<file path="config.mk">
export PLATFORM = sky130hd
export DESIGN_NAME = tfme_ctrl
export DESIGN_NICKNAME = d
export VERILOG_FILES = /design/src/sv/tfme_pkg.sv /design/src/sv/tfme_ctrl.sv
export SDC_FILE = /design/constraint.sdc
export NUM_CORES = 1
export LEC_CHECK = 0
export BUFFER_PORTS_ARGS = -buffer_cell sky130_fd_sc_hd__clkbuf_2
export CORE_UTILIZATION = 30
export DETAILED_ROUTE_END_ITERATION = 8
export PLACE_DENSITY = 0.6
export SLEW_MARGIN = 20
export SYNTH_ARGS = -nofsm -noshare
export SYNTH_HDL_FRONTEND = slang
export SYNTH_SLANG_ARGS = --single-unit
</file>
<file path="constraint.sdc">
create_clock -name clk -period 2.66 [get_ports clk]
set_input_delay 0 -clock clk [delete_from_list [all_inputs] [get_ports clk]]
set_output_delay 0 -clock clk [all_outputs]
set_load 0.01 [all_outputs]
</file>
<file path="src/sv/tfme_pkg.sv">
// shared types and constants of the topic filter match engine
// no dependencies
package tfme_pkg;
  localparam int SLOTS = 64;
  localparam int CLIENTS = 32;
  localparam int FILTER_LEN = 128;
  localparam int SLOT_W = $clog2(SLOTS);
  localparam int POS_W = $clog2(FILTER_LEN);
  localparam int ADDR_W = SLOT_W + POS_W;
  localparam int TOPIC_MAX = 127;

  localparam logic [7:0] CH_MULTI = 8'h23;
  localparam logic [7:0] CH_SINGLE = 8'h2B;
  localparam logic [7:0] CH_LEVEL = 8'h2F;

  localparam logic [1:0] OP_FBYTE = 2'd0;
  localparam logic [1:0] OP_OWNER = 2'd1;
  localparam logic [1:0] OP_TBYTE = 2'd2;
  localparam logic [1:0] OP_TEND = 2'd3;

  typedef enum logic [1:0] {
    ST_RUN = 2'd0, ST_SKIP = 2'd1, ST_HIT = 2'd2, ST_MISS = 2'd3
  } mstat_t;

  typedef enum logic [1:0] {
    SW_NONE, SW_ADV, SW_MASK
  } sweep_t;

  // controller to datapath
  typedef struct packed {
    logic          fwrite;
    logic          owrite;
    logic          load;       // registered read of slot rd_slot's stores
    logic          fetch;      // filter byte read at the slot's cursor
    logic          eval;       // filter byte is back, evaluate the slot
    logic [SLOT_W-1:0] rd_slot;
    sweep_t        kind;       // what the slot data is used for
    logic          clear_mask;
    logic          rearm;
  } ctl_cmd_t;

  typedef struct packed {
    logic again;               // slot needs one more filter byte this step
  } dp_stat_t;
endpackage

</file>
<file path="src/sv/tfme_ctrl.sv">
// controller: decodes input items, sequences slot sweeps, holds topic counters
// depends on tfme_pkg
module tfme_ctrl (
  input  logic               clk,
  input  logic               rst_n,
  input  logic               in_fire,
  input  logic [1:0]         op,
  input  logic [5:0]         slot,
  input  logic [7:0]         byte_in,
  input  tfme_pkg::dp_stat_t stat,
  output logic               busy,
  output tfme_pkg::ctl_cmd_t cmd,
  output logic               done
);
  localparam int SW = tfme_pkg::SLOT_W;
  typedef enum logic [2:0] {S_IDLE, S_LOAD, S_FETCH, S_EVAL, S_DONE} state_t;
  state_t state_r;
  tfme_pkg::sweep_t kind_r;
  logic [SW-1:0] idx_r;
  logic [6:0] tcount_r;
  logic closed_r;
  logic done_r;

  logic slot_ok;
  assign slot_ok = ({26'd0, slot} < 32'(tfme_pkg::SLOTS));

  always_comb begin
    cmd = '0;
    cmd.fwrite = in_fire && op == tfme_pkg::OP_FBYTE && slot_ok;
    cmd.owrite = in_fire && op == tfme_pkg::OP_OWNER && slot_ok;
    cmd.load = state_r == S_LOAD;
    cmd.fetch = state_r == S_FETCH;
    cmd.eval = state_r == S_EVAL;
    cmd.rd_slot = idx_r;
    cmd.kind = kind_r;
    cmd.clear_mask = in_fire && op == tfme_pkg::OP_TEND;
    cmd.rearm = state_r == S_DONE && kind_r == tfme_pkg::SW_MASK;
  end
  // the cycle that hands the mask to the output register counts as busy
  assign busy = state_r != S_IDLE || done_r;
  assign done = done_r;

  always_ff @(posedge clk) begin
    if (!rst_n) begin
      state_r <= S_IDLE;
      kind_r <= tfme_pkg::SW_NONE;
      idx_r <= '0;
      tcount_r <= '0;
      closed_r <= 1'b0;
      done_r <= 1'b0;
    end else begin
      done_r <= 1'b0;
      unique case (state_r)
        S_IDLE: begin
          if (in_fire && op == tfme_pkg::OP_TBYTE && !closed_r) begin
            if (byte_in == 8'h00) closed_r <= 1'b1;
            else if (tcount_r < 7'(tfme_pkg::TOPIC_MAX)) begin
              tcount_r <= tcount_r + 1'b1;
              kind_r <= tfme_pkg::SW_ADV;
              idx_r <= '0;
              state_r <= S_LOAD;
            end
          end else if (in_fire && op == tfme_pkg::OP_TEND) begin
            kind_r <= tfme_pkg::SW_MASK;
            idx_r <= '0;
            state_r <= S_LOAD;
          end
        end
        S_LOAD: state_r <= S_FETCH;
        S_FETCH: state_r <= S_EVAL;
        S_EVAL: begin
          // stay while the slot walks over '+' bytes on a '/'
          if (!stat.again) begin
            if (idx_r == SW'(tfme_pkg::SLOTS - 1)) state_r <= S_DONE;
            else begin
              idx_r <= idx_r + 1'b1;
              state_r <= S_LOAD;
            end
          end
        end
        S_DONE: begin
          if (kind_r == tfme_pkg::SW_MASK) begin
            tcount_r <= '0;
            closed_r <= 1'b0;
            done_r <= 1'b1;
          end
          state_r <= S_IDLE;
        end
        default: state_r <= S_IDLE;
      endcase
    end
  end
endmodule

</file>
==> key figures, run 1 <==
Floorplan
  – Rows: 21
  – Die width: between 60 and 70 microns
  – Core area: 3360 sq um
  – Chip height: 61.5 microns
  – Total Die Area: around 3800 sq um
  – Initial Util: 0.316
  – Io pins: 37

Power and ir drop
  – Combinational group share of total power: 0.160
  – Static leakage: 0.000519 uW
  – Switching pwr: 174 uW
  – Clk pwr share: 0.367
  – Pwr/cell area: 524 nW/um^2
  – Sw Ratio: 0.255
  – Peak supply drop: 0.236 mV
  – Pint: 509 uW
  – Sequential share of power: 0.472

Yosys
  – Count leader, synth: dfxtp_1
  – Post-Synthesis Cells: 129
  – Main synth FF type: dfxtp_1
  – Unique cell type count in the Yosys netlist: 38
  – Ranking of synthesized cells by area: dfxtp_1 38%, nand2_1 5.3%, a21oi_1 5.2%
  – Mean Syn Cell Area: 8.23 sq um
  – Synth warn: 0
  – FFs w/ async S/R, synth: 0
  – Post-synth EDFFs: 0
  – Cell taking the most area after synthesis: dfxtp_1
  – Yosys reg bits: 20
  – Post-synthesis sequential area ratio: 0.377
  – Synth cell count leaders: 20 x dfxtp_1, 15 x nand2_1, 11 x a21oi_1, 7 x nor2_1, 7 x nor3_1
  – Share of the synthesized area in the top cell type: 0.377
  – Synthesized Nets: 151
  – Cell area after synthesis: 1060 sq um

Setup path
  – Arr. time, crit path: 2.27 ns
  – Cell breakdown of the critical path: or3_4 > nor4_4 > o22ai_2 > or3_2 > a21oi_1
  – CP Class: flop to flop
  – CP bufs+invs: 0
  – Reg2reg setup slack: 0.62 ns
  – Crit path launch type: flop
  – Worst path max stage delay: between 0.4 and 0.5 ns
  – CP delay by family, top: simple AND/OR/NAND/NOR gates
  – Worst Path Required: 2.89 ns
  – CP Max Fanout: 12
  – CP max stage cell: or3_2
  – CP Capture Type: flop

Route
  – Antenna viol nets, final: 0
  – Routed len/inst: 11.5 microns
  – DRT Wirelength: 2.37 mm
  – DRT iter0 DRCs: about 180
  – DRC: 0
  – Vias: 1,072
  – Via density per instance: 5.20
  – Detailed-router iteration count before antenna repair: 4

Outcome
  – Outcome: finished clean

Run
  – Max_cap viols: 0

STA
  – Setup_tns: 0 ns
  – RSZ-0062 raised after global routing: false
  – Slew of the pin with the lowest slew margin: 0.470 ns
  – Fin Clk Skew: 0.0123 ns
  – Final hold vios: 0
  – Fin. max-slew vios: 0
  – Relative slew slack: 0.687
  – Finish-stage setup viols: 0
  – Fin crit share: 0.765
  – FMAX: 491 MHz
  – Final Critical Period: 2.04 ns

Layout
  – Antenna diode count: 0
  – Area Overhead vs Synth: 22.7%
  – Fin area: 1300 sq um
  – Proportion of layout cells with a drive suffix above 1: 0.250
  – Nets@finish: 183

CTS
  – # H-tree levels: 1
  – Root Buffer: clkbuf_4
  – Post_cts resized: 0
  – Clock buffer depth: 2
  – Clock Latency Late Sink: 0.30 ns
  – CTS tree: done
  – CTS Buf Count: 3
  – Register clock-pin slew on the reported worst setup and hold paths: 0.13 ns
  – Postcts setup bufs: 0
  – Post-CTS Hold Fix Bufs: 0
  – Num Clock Sinks: 20

Global routing
  – Total grt overflow: 0
  – Overall Global Routing Usage: 0.133
  – Initial antenna violation count: 0
  – First-pass GRT wire length: 3.84 mm
  – Largest net degree at the start of global routing: 17
  – Number of global-route vias before repair: 915

Placement
  – GPL Wtd Cong: 0.717
  – Buffers on Ports: 30
  – Cell area after placement: 1250 sq um
  – DP Wirelength: 1.80 mm

Hold path
  – HP Class: input pin to flop
==> state kept, by name, summed over array words and instances (netlist names) <==
name,cells
done,1
tcount_r,7
state_r,3
idx_r,6
kind_r,2
closed_r,1
==> area by class of cell <==
| cell class | count | area (sq um) |
|---|---|---|
| repair buffers | 30 | 150 |
| fillers | 385 | 2060 |
| clock buffers | 3 | 22.5 |
| well taps | 46 | 57.6 |
| multi-input cells | 100 | 621 |
| clock inverters | 1 | 30.0 |
| inverters | 6 | 22.5 |
| flip-flops and latches | 20 | 400 |
==> power groups by stage <==
| stage | logic (uW) | clock network, uW | registers (uW) |
|---|---|---|---|
| final | 109 | 251 | 323 |
| after global placement | 108 | 0 | 328 |
| after detailed placement | 110 | 0 | 329 |
| after CTS | 110 | 256 | 322 |
| after floorplan | 73.2 | 0 | 327 |
| after global routing | 123 | 273 | 325 |
==> per-layer routing <==
layer  global-route usage  routed length (microns)
met1                0.169                     1080
met2                0.230                     1170
met4               0.0190                       17
met3               0.0378                       95
met5                    0                        0
==> placed cells by master, fill, tap and decap left out, types with 2 or more instances in the layout <==
cell type,synthesis,routed
dfxtp_1,20,20
inv_1,6,6
nand2_1,15,15
nor2_1,7,7
or3_1,4,4
nand4_1,2,2
clkbuf_4,0,3
nand3_1,6,6
nand4b_1,2,2
and2_1,4,4
ha_1,2,2
nor2b_1,2,2
nor3b_1,3,3
o22ai_1,5,5
clkbuf_2,0,30
o21ai_0,6,6
a21oi_1,11,11
or4_1,3,3
nor3_1,7,7
nand2b_1,2,2
and3_1,2,2
==> through the flow <==
step	hold slack [ns]	worst slack [ns]	util	cells	total power (uW)
after floorplan	0.0495	0.877	-	129	400
after global placement	0.263	0.702	0.372	202	436
after detailed placement	0.271	0.663	0.372	202	439
after CTS	0.0430	0.619	0.388	206	689
after global routing	0.0569	0.458	0.388	206	721
final	0.0534	0.625	0.388	206	683
==> kinds of logic (layout without fill, tap and decap cells) <==
logic type      after synthesis  after routing  share of synthesized area
simple gates                 65             65                      0.351
buf+inv                       9             40                     0.0389
compound gates               31             31                      0.192
flops                        20             20                      0.377
mux                           1              1                    0.00942
fa+ha+maj                     2              2                     0.0236
xor+xnor                      1              1                    0.00825
==> final timing paths <==
kind | end | cells past startpoint | startpoint
max | tcount_r[6]$_SDFFE_PN0P_ | 5 | state_r[1]$_SDFFE_PN0P_
min | state_r[1]$_SDFFE_PN0P_ | 3 | stat
max reg2reg | tcount_r[6]$_SDFFE_PN0P_ | 5 | state_r[1]$_SDFFE_PN0P_
min reg2reg | tcount_r[6]$_SDFFE_PN0P_ | 2 | tcount_r[6]$_SDFFE_PN0P_
==> tightest hold or removal path: stages <==
cell,delay (ns)
clkbuf_2,0.15
nor2_1,0.12
nor3_1,0.05
Note: power is estimated with default switching activity, not from simulation.
==> inputs of run 2 (changes only) <==
==> constraint.sdc (replaced) <==
create_clock -name clk -period 2 [get_ports clk]
set_input_delay 0 -clock clk [delete_from_list [all_inputs] [get_ports clk]]
set_output_delay 0 -clock clk [all_outputs]
set_load 0.01 [all_outputs]
==> run 2 against run 1 <==
Sequential share of layout area decreased by 0.49 points. Critical endpoint unchanged. Setup slack lost 0.49 ns. First-iteration DRC count is 54% lower. Power increased by 22%.
==> key figures, run 2 (synthesized netlist as in run 1, its figures left out) <==
Outcome
  – Outcome: finished clean

Route
  – Routed len/inst: between 10 and 15 microns
  – Via density per instance: 5.04
  – Antenna viol nets, final: 0
  – Detailed-router iteration count before antenna repair: 4
  – Routed length on met1: 1.14 mm
  – DRT iter0 DRCs: 81
  – DRC: 0
  – DRT Wirelength: 2.39 mm
  – Routed wl met3: 83 microns
  – Vias: 1,064
  – Met2 WL post-DR: 1.13 mm
  – DR top layer: met4

STA
  – Setup_tns: 0 ns
  – Relative slew slack: 0.691
  – RSZ-0062 raised after global routing: false
  – Final Critical Period: about 1.9 ns
  – Final WS setup: roughly 0.13 ns
  – Finish-stage setup viols: 0
  – Final hold vios: 0
  – Fin crit share: 0.933
  – Slew of the pin with the lowest slew margin: 0.464 ns
  – Fin Clk Skew: around 0.002 ns
  – Fin. max-slew vios: 0
  – WHS: 0.0537 ns
  – FMAX: 536 MHz

Global routing
  – Overall Global Routing Usage: 0.129
  – Total grt overflow: 0
  – Largest net degree at the start of global routing: 17
  – Number of global-route vias before repair: 834
  – Initial antenna violation count: 0
  – First-pass GRT wire length: ~3.5 mm

Layout
  – Area Overhead vs Synth: 24.7%
  – Nets@finish: 188
  – Max reg flops: 7
  – Most common cell after layout, fill and taps aside: clkbuf_2
  – Biggest regs: tcount_r x7, idx_r x6, state_r x3
  – Biggest register: tcount_r
  – Antenna diode count: 0
  – Commonest non-fill, non-tap cells in the layout: 30 x clkbuf_2, 20 x dfxtp_1, 15 x nand2_1, 11 x a21oi_1
  – Fill cells: between 300 and 400
  – Non-filler cells, final: 211
  – Proportion of layout cells with a drive suffix above 1: 0.273

Setup path
  – RR Endpoint: tcount_r[6]$_SDFFE_PN0P_
  – R2R depth: 5
  – CP Capture Type: flop
  – Worst Path Required: 2.25 ns
  – CP Max Fanout: 12
  – Reg2reg start: state_r[2]$_SDFFE_PN0P_
  – Arr. time, crit path: 2.11 ns
  – CP Class: flop to flop
  – Reg2reg setup slack: 0.13 ns
  – Crit path launch type: flop

Placement
  – Post-place setup slack: 0.156 ns
  – DP Wirelength: about 1.8 mm
  – Inst Count DP: 205
  – Buffers on Ports: 30
  – GPL Wtd Cong: 0.719

CTS
  – Root Buffer: clkbuf_4
  – # H-tree levels: 1
  – CTS Buf Count: 3
  – Clock buffer depth: 2
  – Clock Latency Late Sink: ~0.31 ns
  – Post_cts resized: 0
  – Num Clock Sinks: 20
  – Register clock-pin slew on the reported worst setup and hold paths: between 0.1 and 0.15 ns
  – CTS tree: done

Power and ir drop
  – Static leakage: 0.000538 uW
  – Pwr/cell area: 631 nW/um^2
  – Peak supply drop: around 0.21 mV

Floorplan
  – Rows: 21
  – Initial Util: 0.316
  – Chip height: ~62 microns
  – Total Die Area: between 3000 and 4000 sq um
  – Io pins: 37
  – Core area: 3360 sq um
  – Die width: 61.5 microns

Hold path
  – Hold Path Sink: state_r[1]$_SDFFE_PN0P_
  – Min-delay src: stat
  – Hold path cells: 3
  – HP Class: input pin to flop

Run
  – Max_cap viols: 0
run 2: what timing repair did:
item	CTS	global route
hold buffers	0	0
endpoints found under the setup margin	0	1
setup buffers	0	2
run 2: layer usage:
metal,track usage,up-vias
met2,0.215,18
met1,0.153,495
li1,-,547
met4,0.0667,0
met5,0,-
met3,0.0315,4
run 2: critical path: stages, from the launching register on:
cell and delay, ns:
dfxtp_1 0.38, or3_4 0.42, nor4_4 0.18, o22ai_2 0.21
or3_2 0.48, a21oi_1 0.13
run 2: worst max path at each step:
stage | from | end | slack [ns] | depth (start not counted)
6_report | state_r[2]$_SDFFE_PN0P_ | tcount_r[6]$_SDFFE_PN0P_ | 0.13 | 5
5_1_grt | state_r[1]$_SDFFE_PN0P_ | idx_r[4]$_SDFFE_PN0P_ | 0.03 | 6
4_1_cts | state_r[2]$_SDFFE_PN0P_ | tcount_r[6]$_SDFFE_PN0P_ | 0.13 | 5
3_5_place_dp | state_r[2]$_SDFFE_PN0P_ | tcount_r[6]$_SDFFE_PN0P_ | 0.16 | 5
3_3_place_gp | state_r[2]$_SDFFE_PN0P_ | tcount_r[6]$_SDFFE_PN0P_ | 0.18 | 5
2_1_floorplan | state_r[1]$_SDFFE_PN0P_ | tcount_r[4]$_SDFFE_PN0P_ | 0.22 | 6
run 2: final cells by class:
class                           instances  area, sq um  area share
Sequential cell                        20          400       0.302
Timing Repair Buffer                   35          188       0.142
Tap cell                               46         57.6      0.0434
Multi-Input combinational cell        100          621       0.468
Clock buffer                            4         36.3      0.0274
Inverter                                6         22.5      0.0170
run 2: power breakdown:
part / total (uW) / switching, uW / internal [uW]
registers: 425 / 14.4 / 411
logic: 166 / 88.5 / 77.1
clock network: 245 / 134 / 111
total: 836 / 237 / 599
run 2: metrics by stage:
| step | instance area [sq um] | util | total power, uW |
|---|---|---|---|
| floorplan | 1060 | - | 533 |
| global placement | 1270 | 0.379 | 590 |
| detailed placement | 1270 | 0.379 | 592 |
| CTS | 1310 | 0.390 | 838 |
| global route | 1330 | 0.394 | 877 |
| finish | 1330 | 0.394 | 836 |
==> inputs of run 3 (changes only) <==
--- a/config.mk
+++ b/config.mk
@@ -6,9 +6,9 @@
 export NUM_CORES = 1
 export LEC_CHECK = 0
 export BUFFER_PORTS_ARGS = -buffer_cell sky130_fd_sc_hd__clkbuf_2
-export CORE_UTILIZATION = 30
+export CORE_UTILIZATION = 48
 export DETAILED_ROUTE_END_ITERATION = 8
-export PLACE_DENSITY = 0.6
+export PLACE_DENSITY = 0.84
 export SLEW_MARGIN = 20
 export SYNTH_ARGS = -nofsm -noshare
 export SYNTH_HDL_FRONTEND = slang
==> run 3 against run 2 <==
Fmax is 0.27% lower. First-iteration DRC count decreased by 68%. Sequential power about the same. Final area fell by 2.4%. Core utilization increased by 25 points. Clock power fell by 4%. Clock skew down 0.0011 ns. Via count is 2.6% higher. Largest cell class unchanged. Register-to-register slack hardly changed. Power is 1.3% lower. Critical path type unchanged.
==> key figures, run 3 (synthesized netlist as in run 1, its figures left out) <==
Placement
  – GPL Wtd Cong: slightly above 0.8
  – Buffers on Ports: 30
  – DP Wirelength: 1.88 mm
  – Cell area after placement: 1250 sq um

STA
  – Slew of the pin with the lowest slew margin: 0.454 ns
  – Setup_tns: 0 ns
  – Fin crit share: 0.935
  – WHS: 0.0789 ns
  – RSZ-0062 raised after global routing: false
  – Fin Clk Skew: 0.000916 ns
  – Fin. max-slew vios: 0
  – Final hold vios: 0
  – Final Critical Period: 1.87 ns
  – FMAX: 534 MHz
  – Finish-stage setup viols: 0
  – Relative slew slack: 0.695

CTS
  – Clock Latency Late Sink: about 0.3 ns
  – Root Buffer: clkbuf_4
  – CTS tree: done
  – # H-tree levels: 1
  – Clock buffer depth: 2
  – Num Clock Sinks: 20
  – CTS Buf Count: 3
  – Register clock-pin slew on the reported worst setup and hold paths: 0.11 ns

Layout
  – Biggest regs: tcount_r x7, idx_r x6, state_r x3
  – Biggest register: tcount_r
  – Nets@finish: approximately 190
  – Fin area: 1290 sq um
  – Area Overhead vs Synth: 21.8%
  – Antenna diode count: 0
  – Proportion of layout cells with a drive suffix above 1: 0.264
  – Max reg flops: 7
  – Fill cells: between 150 and 200
  – Commonest non-fill, non-tap cells in the layout: 30 x clkbuf_2, 20 x dfxtp_1, 15 x nand2_1, 11 x a21oi_1
  – Most common cell after layout, fill and taps aside: clkbuf_2

Global routing
  – Total grt overflow: 0
  – Number of global-route vias before repair: 1,076
  – Overall Global Routing Usage: 0.232
  – Initial antenna violation count: 0
  – Largest net degree at the start of global routing: 17
  – First-pass GRT wire length: 4.37 mm

Power and ir drop
  – Static leakage: 0.000531 uW
  – Pwr/cell area: ~640 nW/um^2
  – Total power: 826 uW
  – Peak supply drop: 0.640 mV

Setup path
  – CP Capture Type: flop
  – Worst Path Required: 2.24 ns
  – Crit path launch: state_r[2]$_SDFFE_PN0P_
  – CP bufs+invs: 0
  – CP max stage cell: or3_2
  – CP Max Fanout: 12
  – CP Class: flop to flop
  – Arr. time, crit path: 2.11 ns
  – Worst path max stage delay: approximately 0.47 ns
  – Reg2reg start: state_r[2]$_SDFFE_PN0P_
  – Cell breakdown of the critical path: or3_4 > nor4_4 > o22ai_4 > or3_2 > a21oi_1
  – Crit path launch type: flop
  – CP delay by family, top: simple AND/OR/NAND/NOR gates

Route
  – Vias: 1,092
  – DRT iter0 DRCs: 26
  – Antenna viol nets, final: 0
  – Routed len/inst: 13.0 microns
  – Via density per instance: 5.75
  – Detailed-router iteration count before antenna repair: 4
  – DRT Wirelength: 2.47 mm
  – DRC: 0

Run
  – Max_cap viols: 0

Hold path
  – HP Class: input pin to flop
  – Min-delay src: stat

Floorplan
  – Chip height: 49.0 microns
  – Initial Util: 0.525
  – Total Die Area: 2410 sq um
  – Core area: 2020 sq um
  – Die width: 49.0 microns
  – Io pins: 37
  – Rows: 16

Outcome
  – Outcome: finished clean
## run 3: changes by cell type in the layout (fill, tap and decap cells not counted), sizes merged
cell  change
buf       -2
## run 3: per-stage QoR
step	std cells	utilization	setup slack [ns]
after floorplan	129	-	0.217
after CTS	190	0.636	0.110
after detailed placement	186	0.618	0.131
after global placement	186	0.618	0.206
final	190	0.640	0.129
after global routing	190	0.640	0.0229
## run 3: power breakdown
group          total, uW  switching, uW  internal [uW]
Clock                234            123            111
Sequential           424           13.4            411
Combinational        168           94.7           73.1
## run 3: path summary, 6_finish.rpt
check                        endpoint  slack, ns  depth (start not counted)
max          tcount_r[6]$_SDFFE_PN0P_       0.13                          5
min           state_r[1]$_SDFFE_PN0P_       0.08                          3
max reg2reg  tcount_r[6]$_SDFFE_PN0P_       0.13                          5
min reg2reg    kind_r[1]$_SDFFE_PN0P_       0.50                          2
## run 3: worst min-delay path, stage by stage
cell,delay [ns]
clkbuf_2,0.16
nor2_1,0.13
nor3_1,0.05
## run 3: repair_timing
action,CTS,global route
setup buffers,0,0
hold buffers,0,0
endpoints found under the setup margin,0,1
resized for setup,0,1
## run 3: final cells by class
type                            count  area (sq um)  area share
Clock buffer                        4          36.3      0.0280
Timing Repair Buffer               33           173       0.133
Multi-Input combinational cell    100           628       0.485
Sequential cell                    20           400       0.309
Inverter                            6          22.5      0.0174
Tap cell                           27          33.8      0.0261
## run 3: per-layer routing
metal  part of all wire  track usage  wire (microns)
met2               0.47        0.412            1170
met5                  0            0               0
met4              0.017        0.103              41
met3              0.046       0.0467             114
met1               0.46        0.266            1150
